`config.mk`:
```
export PLATFORM = sky130hd
export DESIGN_NAME = periodic_tick_slot_scheduler
export DESIGN_NICKNAME = d
export VERILOG_FILES = /design/src/design/ptss_pkg.sv /design/src/design/ptss_slot_mem.sv /design/src/design/ptss_rem_unit.sv /design/src/design/periodic_tick_slot_scheduler.sv
export SDC_FILE = /design/constraint.sdc
export NUM_CORES = 1
export LEC_CHECK = 0
export ABC_AREA = 1
export BUFFER_PORTS_ARGS = -buffer_cell sky130_fd_sc_hd__buf_2
export CELL_PAD_IN_SITES_DETAIL_PLACEMENT = 0
export CELL_PAD_IN_SITES_GLOBAL_PLACEMENT = 1
export CORE_MARGIN = 2
export CORE_UTILIZATION = 30
export CTS_CLUSTER_SIZE = 25
export DETAILED_ROUTE_END_ITERATION = 6
export PLACE_DENSITY_LB_ADDON = 0.1
export RECOVER_POWER = 100
export SYNTH_ARGS = -nofsm -noshare
export SYNTH_HDL_FRONTEND = slang
export SYNTH_SLANG_ARGS = --single-unit
```
`constraint.sdc`:
```
create_clock -name clk -period 7.5 [get_ports clk]
set_clock_uncertainty 0.2 [all_clocks]
set_input_delay 0.75 -clock clk [delete_from_list [all_inputs] [get_ports clk]]
set_output_delay 0.75 -clock clk [all_outputs]
set_load 0.01 [all_outputs]
```
`src/design/ptss_pkg.sv`:
```
// ----------------------------------------------------------------------------
// ptss_pkg
// Shared types and codes for the periodic tick slot scheduler.
// ----------------------------------------------------------------------------
package ptss_pkg;

    localparam logic [1:0] ACT_TICK     = 2'd0;
    localparam logic [1:0] ACT_REGISTER = 2'd1;
    localparam logic [1:0] ACT_CLEAR    = 2'd2;

    localparam int TICK_W  = 32;
    localparam int MASK_W  = 8;
    localparam int SLOTF_W = 3;

    typedef struct packed {
        logic [1:0]        action;
        logic [TICK_W-1:0] period_ticks;
    } req_t;

    typedef struct packed {
        logic [MASK_W-1:0]  fire_mask;
        logic [TICK_W-1:0]  tick_count;
        logic [SLOTF_W-1:0] slot_written;
    } rsp_t;

    typedef struct packed {
        logic done;
        logic rem_zero;
    } rem_status_t;

endpackage

```
`src/design/ptss_slot_mem.sv`:
```
// ----------------------------------------------------------------------------
// ptss_slot_mem
// Slot period memory with one write port and a registered read port.
// Per-entry valid bits make unwritten entries read as zero after reset.
// ----------------------------------------------------------------------------
module ptss_slot_mem #(
    parameter int DEPTH  = 8,
    parameter int ADDR_W = 3
) (
    input  logic                        clk,
    input  logic                        rst_n,
    input  logic                        wr_en,
    input  logic [ADDR_W-1:0]           wr_addr,
    input  logic [ptss_pkg::TICK_W-1:0] wr_data,
    input  logic [ADDR_W-1:0]           rd_addr,
    output logic [ptss_pkg::TICK_W-1:0] rd_data
);

    logic [ptss_pkg::TICK_W-1:0] mem [DEPTH];
    logic [DEPTH-1:0]            valid_reg;
    logic [ptss_pkg::TICK_W-1:0] rd_data_reg;

    always_ff @(posedge clk)
    begin
        if (wr_en)
        begin
            mem[wr_addr] <= wr_data;
        end
        rd_data_reg <= valid_reg[rd_addr] ? mem[rd_addr] : '0;
    end

    always_ff @(posedge clk or negedge rst_n)
    begin
        if (!rst_n)
        begin
            valid_reg <= '0;
        end
        else if (wr_en)
        begin
            valid_reg[wr_addr] <= 1'b1;
        end
    end

    assign rd_data = rd_data_reg;

endmodule

```
`src/design/ptss_rem_unit.sv`:
```
// ----------------------------------------------------------------------------
// ptss_rem_unit
// Iterative restoring remainder unit, one dividend bit per cycle.
// Reports whether the divisor divides the dividend exactly.
// ----------------------------------------------------------------------------
module ptss_rem_unit (
    input  logic                        clk,
    input  logic                        rst_n,
    input  logic                        start,
    input  logic [ptss_pkg::TICK_W-1:0] dividend,
    input  logic [ptss_pkg::TICK_W-1:0] divisor,
    output ptss_pkg::rem_status_t       status
);

    localparam int CNT_W = $clog2(ptss_pkg::TICK_W);

    logic                        busy_reg;
    logic [CNT_W-1:0]            cnt_reg;
    logic [ptss_pkg::TICK_W:0]   rem_reg;
    logic [ptss_pkg::TICK_W-1:0] dvd_reg;
    logic [ptss_pkg::TICK_W-1:0] dsr_reg;
    logic                        done_reg;
    logic [ptss_pkg::TICK_W:0]   rem_shift;
    logic [ptss_pkg::TICK_W:0]   rem_next;

    always_comb
    begin
        rem_shift = {rem_reg[ptss_pkg::TICK_W-1:0], dvd_reg[ptss_pkg::TICK_W-1]};
        if (rem_shift >= {1'b0, dsr_reg})
        begin
            rem_next = rem_shift - {1'b0, dsr_reg};
        end
        else
        begin
            rem_next = rem_shift;
        end
    end

    always_ff @(posedge clk or negedge rst_n)
    begin
        if (!rst_n)
        begin
            busy_reg <= 1'b0;
            cnt_reg  <= '0;
            done_reg <= 1'b0;
        end
        else
        begin
            done_reg <= 1'b0;
            if (start)
            begin
                busy_reg <= 1'b1;
                cnt_reg  <= '0;
            end
            else if (busy_reg)
            begin
                cnt_reg <= cnt_reg + 1'b1;
                if (cnt_reg == CNT_W'(ptss_pkg::TICK_W - 1))
                begin
                    busy_reg <= 1'b0;
                    done_reg <= 1'b1;
                end
            end
        end
    end

    always_ff @(posedge clk)
    begin
        if (start)
        begin
            rem_reg <= '0;
            dvd_reg <= dividend;
            dsr_reg <= divisor;
        end
        else if (busy_reg)
        begin
            rem_reg <= rem_next;
            dvd_reg <= {dvd_reg[ptss_pkg::TICK_W-2:0], 1'b0};
        end
    end

    assign status.done     = done_reg;
    assign status.rem_zero = (rem_reg == '0);

endmodule

```
`src/design/periodic_tick_slot_scheduler.sv`:
```
// ----------------------------------------------------------------------------
// periodic_tick_slot_scheduler
// Tick counter with a table of slot periods held in a small memory. A tick
// reads each slot in turn and tests divisibility with an iterative remainder.
// ----------------------------------------------------------------------------
// Register, clear and unused items go through FINISH to the output register;
// a tick goes through READ and, for each of the first eight slots with a
// nonzero period, DIV in the one-bit-per-cycle remainder unit, skipping
// inactive slots, then FINISH. One item is in work at a time, so none is taken
// until the last is through; the next is taken while a result waits.
// Reset clears the counter, the ring index and the valid bits of all slots.
module periodic_tick_slot_scheduler #(
    parameter int SLOT_COUNT = 8
) (
    input  logic             clk,
    input  logic             rst_n,
    input  logic             req_valid,
    output logic             req_stall,
    input  ptss_pkg::req_t   req,
    output logic             rsp_valid,
    input  logic             rsp_stall,
    output ptss_pkg::rsp_t   rsp
);

    localparam int SLOT_W     = (SLOT_COUNT > 1) ? $clog2(SLOT_COUNT) : 1;
    localparam int FIRE_SLOTS = (SLOT_COUNT < ptss_pkg::MASK_W) ? SLOT_COUNT
                                                                : ptss_pkg::MASK_W;

    localparam logic [2:0] ST_IDLE   = 3'd0;
    localparam logic [2:0] ST_READ   = 3'd1;
    localparam logic [2:0] ST_DIV    = 3'd2;
    localparam logic [2:0] ST_FINISH = 3'd3;

    logic [2:0]                  state_reg;
    logic [2:0]                  state_next;
    logic [ptss_pkg::TICK_W-1:0] ticks_reg;
    logic [ptss_pkg::TICK_W-1:0] ticks_next;
    logic [SLOT_W-1:0]           ring_reg;
    logic [SLOT_W-1:0]           ring_next;
    logic [SLOT_W-1:0]           slot_reg;
    logic [SLOT_W-1:0]           slot_next;
    logic [ptss_pkg::MASK_W-1:0] mask_reg;
    logic [ptss_pkg::MASK_W-1:0] mask_next;
    logic [1:0]                  act_reg;
    logic [1:0]                  act_next;
    logic                        rsp_valid_reg;
    ptss_pkg::rsp_t              rsp_reg;
    logic                        req_xfer;
    logic                        out_free;
    logic                        last_slot;
    logic                        div_start;
    logic                        mem_wr;
    logic [SLOT_W-1:0]           ring_inc;
    logic [ptss_pkg::TICK_W-1:0] period_rd;
    logic [SLOT_W+2:0]           ring_wide;
    ptss_pkg::rem_status_t       div_stat;

    ptss_slot_mem #(
        .DEPTH  (SLOT_COUNT),
        .ADDR_W (SLOT_W)
    ) u_mem (
        .clk     (clk),
        .rst_n   (rst_n),
        .wr_en   (mem_wr),
        .wr_addr (ring_inc),
        .wr_data (req.period_ticks),
        .rd_addr (slot_next),
        .rd_data (period_rd)
    );

    ptss_rem_unit u_rem (
        .clk      (clk),
        .rst_n    (rst_n),
        .start    (div_start),
        .dividend (ticks_reg),
        .divisor  (period_rd),
        .status   (div_stat)
    );

    assign req_stall = (state_reg != ST_IDLE);
    assign req_xfer  = req_valid && !req_stall;
    assign out_free  = !rsp_valid_reg || !rsp_stall;
    assign last_slot = (slot_reg == SLOT_W'(FIRE_SLOTS - 1));
    assign ring_inc  = (ring_reg == SLOT_W'(SLOT_COUNT - 1)) ? '0 : ring_reg + 1'b1;
    assign mem_wr    = req_xfer && (req.action == ptss_pkg::ACT_REGISTER);
    assign div_start = (state_reg == ST_READ) && (period_rd != '0);
    assign ring_wide = {3'b000, ring_reg};

    always_comb
    begin
        state_next = state_reg;
        ticks_next = ticks_reg;
        ring_next  = ring_reg;
        slot_next  = slot_reg;
        mask_next  = mask_reg;
        act_next   = act_reg;
        case (state_reg)
            ST_IDLE:
            begin
                if (req_xfer)
                begin
                    act_next  = req.action;
                    mask_next = '0;
                    slot_next = '0;
                    case (req.action)
                        ptss_pkg::ACT_TICK:
                        begin
                            ticks_next = ticks_reg + 1'b1;
                            state_next = ST_READ;
                        end
                        ptss_pkg::ACT_REGISTER:
                        begin
                            ring_next  = ring_inc;
                            state_next = ST_FINISH;
                        end
                        ptss_pkg::ACT_CLEAR:
                        begin
                            ticks_next = '0;
                            state_next = ST_FINISH;
                        end
                        default:
                        begin
                            state_next = ST_FINISH;
                        end
                    endcase
                end
            end
            ST_READ:
            begin
                if (period_rd != '0)
                begin
                    state_next = ST_DIV;
                end
                else if (last_slot)
                begin
                    state_next = ST_FINISH;
                end
                else
                begin
                    slot_next = slot_reg + 1'b1;
                end
            end
            ST_DIV:
            begin
                if (div_stat.done)
                begin
                    if (div_stat.rem_zero)
                    begin
                        mask_next = mask_reg | (ptss_pkg::MASK_W'(1) << slot_reg);
                    end
                    if (last_slot)
                    begin
                        state_next = ST_FINISH;
                    end
                    else
                    begin
                        slot_next  = slot_reg + 1'b1;
                        state_next = ST_READ;
                    end
                end
            end
            ST_FINISH:
            begin
                if (out_free)
                begin
                    state_next = ST_IDLE;
                end
            end
            default:
            begin
                state_next = ST_IDLE;
            end
        endcase
    end

    always_ff @(posedge clk or negedge rst_n)
    begin
        if (!rst_n)
        begin
            state_reg     <= ST_IDLE;
            ticks_reg     <= '0;
            ring_reg      <= '0;
            slot_reg      <= '0;
            mask_reg      <= '0;
            act_reg       <= ptss_pkg::ACT_TICK;
            rsp_valid_reg <= 1'b0;
        end
        else
        begin
            state_reg <= state_next;
            ticks_reg <= ticks_next;
            ring_reg  <= ring_next;
            slot_reg  <= slot_next;
            mask_reg  <= mask_next;
            act_reg   <= act_next;
            if ((state_reg == ST_FINISH) && out_free)
            begin
                rsp_valid_reg <= 1'b1;
            end
            else if (!rsp_stall)
            begin
                rsp_valid_reg <= 1'b0;
            end
        end
    end

    always_ff @(posedge clk)
    begin
        if ((state_reg == ST_FINISH) && out_free)
        begin
            rsp_reg.fire_mask    <= mask_reg;
            rsp_reg.tick_count   <= ticks_reg;
            rsp_reg.slot_written <= ring_wide[2:0];
        end
    end

    assign rsp_valid = rsp_valid_reg;
    assign rsp       = rsp_reg;

`ifndef SYNTHESIS
    assert property (@(posedge clk) disable iff (!rst_n)
        req_xfer |=> (state_reg != ST_IDLE))
        else $error("Accepted transfer did not start processing.");

    assert property (@(posedge clk) disable iff (!rst_n)
        div_stat.done |-> (state_reg == ST_DIV))
        else $error("Remainder unit finished outside the divide state.");

    assert property (@(posedge clk) disable iff (!rst_n)
        $rose(rsp_valid_reg) |-> ($past(state_reg) == ST_FINISH))
        else $error("Result appeared without a finished item.");

    assert property (@(posedge clk) disable iff (!rst_n)
        ((state_reg == ST_FINISH) && (act_reg != ptss_pkg::ACT_TICK)) |->
        (mask_reg == '0))
        else $error("Fire bits set for a non-tick item.");
`endif

endmodule
```
==> results_dict.tcl, run 1 <==
set metrics [dict create \
    pin_count 83 \
    synthArstFlopShare_pct 13.01 \
    final_max_slew_viol_count 447 \
    drive_gt1_share_pct 5.182 \
    port_buffers 82 \
    grt_usage_pct 15.89 \
    ctsResizeCount 0 \
    cts_setup_buffers 0 \
    status "finished with violations" \
    cts-hold-fix-buffers 0 \
    cts_tree "done" \
    rsz0062_at_grt "false" \
    setup_viol 0 \
    grt_pass1_wl_mm 96.54 \
    crit_path_end_kind "flip-flop" \
    synth_flop_cell "edfxtp_1" \
    fmax_mhz 186.5 \
    post-route-min-period_ps 5362 \
    p_per_area_nw_per_um2 386.4 \
    synth_nets 2552 \
    violations "max-capacitance violations, max-slew violations" \
    h-tree-depth 2 \
    dr.pass1.iters 4 \
    switching_share_pct 38.20 \
    die_h_um 281.4 \
    dpl_cell_area_um2 24480 \
    routed_wl_mm 62.19 \
    layout.nets 2620 \
    pre_cts_ws_ps 2846 \
    fin_ws_ps 2138 \
    worstPathRequired_ps 7780 \
    min_period_over_period_pct 71.49 \
    start_util_pct 30.35 \
    largest_register_ffs 256 \
    seq_power_share_pct 37.8 \
    hold_viol 0 \
    ys.warnings.count 0 \
    cp-start-kind "flip-flop" \
    wl_per_cell_um 17.20 \
    final_cell_mix "600 x nand2_1, 427 x inv_1, 363 x edfxtp_1" \
    crit_arrival_ps 5640 \
    gp_congestion 0.8520 \
    path_class "reg2reg" \
    n_antenna_cell 0 \
    routed_via_density 4.497 \
    cts.clk_slew.worst_paths_ps 60 \
    p_total_mw 10.09 \
    cts_inserted_buffers 58 \
    p_switching_mw 3.855 \
    num_vias 16260 \
    tightest_slew_ps 3844 \
    combPwrFrac_pct 35.6 \
    fp.dieW_um 281.4 \
    clock-sinks 492 \
    maxCapViolCount 11 \
    antenna_found_initial 1 \
    drc 0 \
    tns_ps 0 \
    ir_drop_uv 183.3 \
    final_area_um2 26110 \
    clk_path_buf_depth 3 \
    synth_cells 2472 \
    synth_edf_count 363 \
    ys_seq_elements 492 \
    clkPwrFrac_pct 26.5 \
    cts_root_buf "clkbuf_16" \
    hpwl_mm 38.41 \
    netlist_area_um2 23090 \
    ys_seq_area_share_pct 59.77 \
    ant_nets 0 \
    relSlewSlack_pct -156.3 \
    syn_area_per_cell_um2 9.341 \
    hold_class "reg2reg" \
    core_um2 76080 \
    syn2layout_area_growth_pct 13.09 \
    clk_latency_ps 620 \
    utilization_pct 34.33 \
    drt_iter0_markers 877 \
    mostFrequentLayoutCell "nand2_1" \
    grt_max_degree 90 \
    dieArea_um2 79210 \
    crit_fanout 65 \
    num_rows 101 \
    globalRoute.totalOverflow 0 \
    internal-power_mw 6.236 \
    grt_pass1_vias 16090 \
    synthDistinctLibCells 52 \
    p_leak_nw 11.18 \
]
[synthesized netlist by cell type, types with 20 or more instances]
library cell	number	share of area, %
edfxtp_1	363	47
ha_1	41	2.2
o21ai_1	20	0.43
dfxtp_1	65	5.6
a21oi_1	68	1.5
nor2_1	117	1.9
inv_1	427	6.9
buf_4	20	0.65
nand2_1	599	9.7
clkbuf_1	21	0.34
nor4_1	20	0.54
nand3b_1	44	1.4
nand3_1	328	7.1
buf_2	35	0.76
dfrtp_1	64	6.9
o21ai_0	90	2.0
nor3_1	27	0.59
[worst paths after layout]
kind | cells past startpoint | startpoint | slack [ps] | end
worst max-delay path | 17 | u_mem.rd_data[8] | 2140 | u_mem.rd_data[15]
worst min-delay path | 0 | u_mem.rd_data[29] | 230 | u_rem.dsr_reg[29]
worst max register to register | 17 | u_mem.rd_data[8] | 2140 | u_mem.rd_data[15]
worst min register to register | 0 | u_mem.rd_data[29] | 230 | u_rem.dsr_reg[29]
max in group asynchronous | 1 | rst_n | 3660 | u_rem.cnt_reg[2]
min in group asynchronous | 1 | rst_n | 1270 | ticks_reg[16]
[power groups by stage]
stage	Combinational (mW)	Sequential [mW]	Clock, mW
floorplan	2.62	3.81	0
global placement	3.69	3.86	0
detailed placement	3.70	3.87	0
CTS	3.72	3.81	2.77
global route	4.15	3.88	2.88
finish	3.60	3.82	2.68
[cells by family (layout without fill, tap and decap cells)]
kind of cell,Yosys count,after routing,share of synthesized area (%)
buffers and inverters,523,637,9.309
XOR/XNOR,26,26,0.9861
AND/OR/NAND/NOR,1184,1184,22.84
AO/OA/AOI/OAI,205,205,4.784
flip-flops,492,492,59.77
adder cells (fa/ha/maj),42,42,2.308
[per-layer routing]
layer | global-route usage (%) | part of all wire [%] | vias to the layer above
li1 | - | - | 8250
met1 | 21.83 | 47 | 7653
met2 | 26.08 | 47 | 270
met3 | 2.560 | 4.2 | 85
met4 | 4.092 | 2.2 | 2
met5 | 0 | 0.021 | -
[cell type report]
class	count	area, µm²
fillers	7934	49960
flip-flops and latches	492	13800
well taps	1030	1289
inverters	432	1622
repair buffers	99	406.6
clock inverters	35	285.3
multi-input cells	1457	7198
clock buffers	71	1510
[worst max-delay path: stages, from the launching register on]
cell and delay (ps):
dfxtp_1 310, nor2_1 90, nand2_1 70, nor2_1 140, nand2_1 90, nor2_1 280, inv_1 70, nand2_1 1260
nand2_1 230, nand2_1 140, nand2_1 90, nor2_4 80, buf_4 470, inv_2 520, nand3_1 220, nand2_1 610
nand2_1 270, inv_1 60
[stage by stage]
stage                     std cells  hold WS (ps)
after detailed placement       3510         215.0
after global routing           3616         217.2
final                          3616         225.2
after global placement         3510         213.5
after floorplan                2472         209.0
after CTS                      3616         81.86
(Power assumes the default switching activity.)
==> run 2, diff against run 1 <==
==> constraint.sdc (replaced) <==
create_clock -name clk -period 4.6 [get_ports clk]
set_clock_uncertainty 0.2 [all_clocks]
set_input_delay 0.46 -clock clk [delete_from_list [all_inputs] [get_ports clk]]
set_output_delay 0.46 -clock clk [all_outputs]
set_load 0.01 [all_outputs]
==> run 2 against run 1 <==
Effect of this change:
- the run still ends with max-capacitance violations, max-slew violations left
- largest cell class unchanged
- setup slack lost 1300 ps
- critical path depth is 11 lower
- clock power up 73%
- non-clock buffer count increased by 53
- sequential power is 64% higher
- cell area increased by 2.3%
- maximum frequency rose by 42%
- via count grew 2.1%
==> results_dict.tcl, run 2 (synthesized netlist as in run 1, its figures left out) <==
set metrics [dict create \
    layout.cells.non_filler 3671 \
    port_buffers 82 \
    min_period_over_period_pct 82.32 \
    fp.dieW_um 281.4 \
    num_vias 16610 \
    antenna_found_initial 3 \
    cts_root_buf "clkbuf_16" \
    wl_per_cell_um 17.09 \
    slowest_delay_ps 750 \
    hold_class "in2reg" \
    dieArea_um2 79210 \
    grt_usage_pct 16.01 \
    placedCellCount 3527 \
    routed_wl_mm 62.73 \
    tns_ps 0 \
    cts.clk_slew.worst_paths_ps 60 \
    cp-start-kind "flip-flop" \
    maxCapViolCount 4 \
    cts_inserted_buffers 58 \
    p_per_area_nw_per_um2 629.2 \
    cp_cell_sequence "nor2_1 -> nand2_1 -> nor3_1 -> o21ai_0 -> nor2_4 -> clkbuf_2" \
    layout.nets 2673 \
    pin_count 83 \
    drt_iter0_markers 1018 \
    grt_pass1_vias 16510 \
    ant_nets 0 \
    path_class "reg2reg" \
    ir_drop_uv 286.8 \
    clock-sinks 492 \
    syn2layout_area_growth_pct 15.70 \
    final_cell_mix "601 x nand2_1, 429 x inv_1, 363 x edfxtp_1" \
    mostFrequentLayoutCell "nand2_1" \
    hold_viol 0 \
    h-tree-depth 2 \
    drive_gt1_share_pct 5.758 \
    violations "max-capacitance violations, max-slew violations" \
    drc 0 \
    p_leak_nw 11.47 \
    gp_congestion 0.8138 \
    dr.pass1.iters 5 \
    cpMaxStageDelayCell "nor2_4" \
    core_um2 76080 \
    num_rows 101 \
    fmax_mhz 264.1 \
    tightest_slew_ps 1790 \
    die_h_um 281.4 \
    crit_arrival_ps 3860 \
    ctsResizeCount 0 \
    rsz0062_at_grt "false" \
    routed_via_density 4.524 \
    crit_fanout 20 \
    grt_pass1_wl_mm 98.61 \
    n_fill_cell 7901 \
    globalRoute.totalOverflow 0 \
    hpwl_mm 40.85 \
    relSlewSlack_pct -19.33 \
    cts_tree "done" \
    final_max_slew_viol_count 98 \
    post-route-min-period_ps 3787 \
    grt_max_degree 65 \
    worstPathRequired_ps 4670 \
    status "finished with violations" \
    crit_path_end_kind "flip-flop" \
    largest_register_ffs 256 \
    clk_path_buf_depth 3 \
    start_util_pct 30.35 \
    setup_viol 0 \
    clk_latency_ps 640 \
]
[run 2: cell count changes in the layout (fill, tap and decap cells not counted), sizes merged]
cell         delta
buf            +13
bufinv          +2
clkinvlp        -2
clkinv          -5
dlygate4sd3    +36
inv             +3
clkbuf          +7
diode           +1
[run 2: path summary, 6_finish.rpt]
path	start	endpoint	slack (ps)	cells after the start
setup / recovery	state_reg[1]	u_mem.mem[4][12]	810	6
hold / removal	req_valid	ticks_reg[2]	130	5
setup reg to reg	state_reg[1]	u_mem.mem[4][12]	810	6
hold reg to reg	u_mem.rd_data[24]	u_rem.dsr_reg[24]	230	0
max in group asynchronous	rst_n	u_mem.valid_reg[6]	2450	2
min in group asynchronous	rst_n	ticks_reg[16]	650	2
[run 2: report_power, final]
part | internal (mW) | switching, mW | total [mW]
Combinational | 1.91 | 4.00 | 5.92
Clock | 2.75 | 1.89 | 4.64
Sequential | 5.76 | 0.494 | 6.25
[run 2: cell type report]
| type | instances | area (µm²) | share of cell area [%] |
|---|---|---|---|
| Antenna cell | 1 | 2.502 | 0.009366 |
| Clock buffer | 74 | 1564 | 5.854 |
| Clock inverter | 33 | 375.4 | 1.405 |
| Inverter | 432 | 1622 | 6.069 |
| Multi-Input combinational cell | 1457 | 7149 | 26.76 |
| Sequential cell | 492 | 13800 | 51.66 |
| Tap cell | 1030 | 1289 | 4.824 |
| Timing Repair Buffer | 152 | 912.1 | 3.414 |
[run 2: stage by stage]
stage	area, µm²	hold WS, ps	util [%]	worst slack [ps]	total power [mW]
finish	26720	127.8	35.12	813.2	16.81
global route	26720	129.9	35.12	414.0	18.11
CTS	26930	92.32	35.40	952.9	17.18
detailed placement	24630	217.6	32.37	968.3	12.38
global placement	24630	213.2	32.37	899.3	12.39
floorplan	23090	-35.59	-	570.3	10.49
[run 2: timing repair]
| item | in CTS | in global routing |
|---|---|---|
| endpoints found under the hold margin | 322 | 0 |
| setup buffers | 0 | 0 |
| hold buffers | 36 | 0 |
[run 2: critical path: cells and delay by family, from the launching register on]
family | cells | cell delay, ps
AO/OA/AOI/OAI | 1 | 460
buffers and inverters | 1 | 530
flip-flops | 1 | 430
AND/OR/NAND/NOR | 4 | 1800
[run 2: layer usage]
| layer | GRT usage (%) | share of wire [%] | up-vias |
|---|---|---|---|
| li1 | - | - | 8355 |
| met1 | 21.74 | 47 | 7902 |
| met2 | 26.53 | 47 | 256 |
| met3 | 2.743 | 4.3 | 90 |
| met4 | 3.928 | 2.1 | 4 |
| met5 | 0 | 0.043 | - |
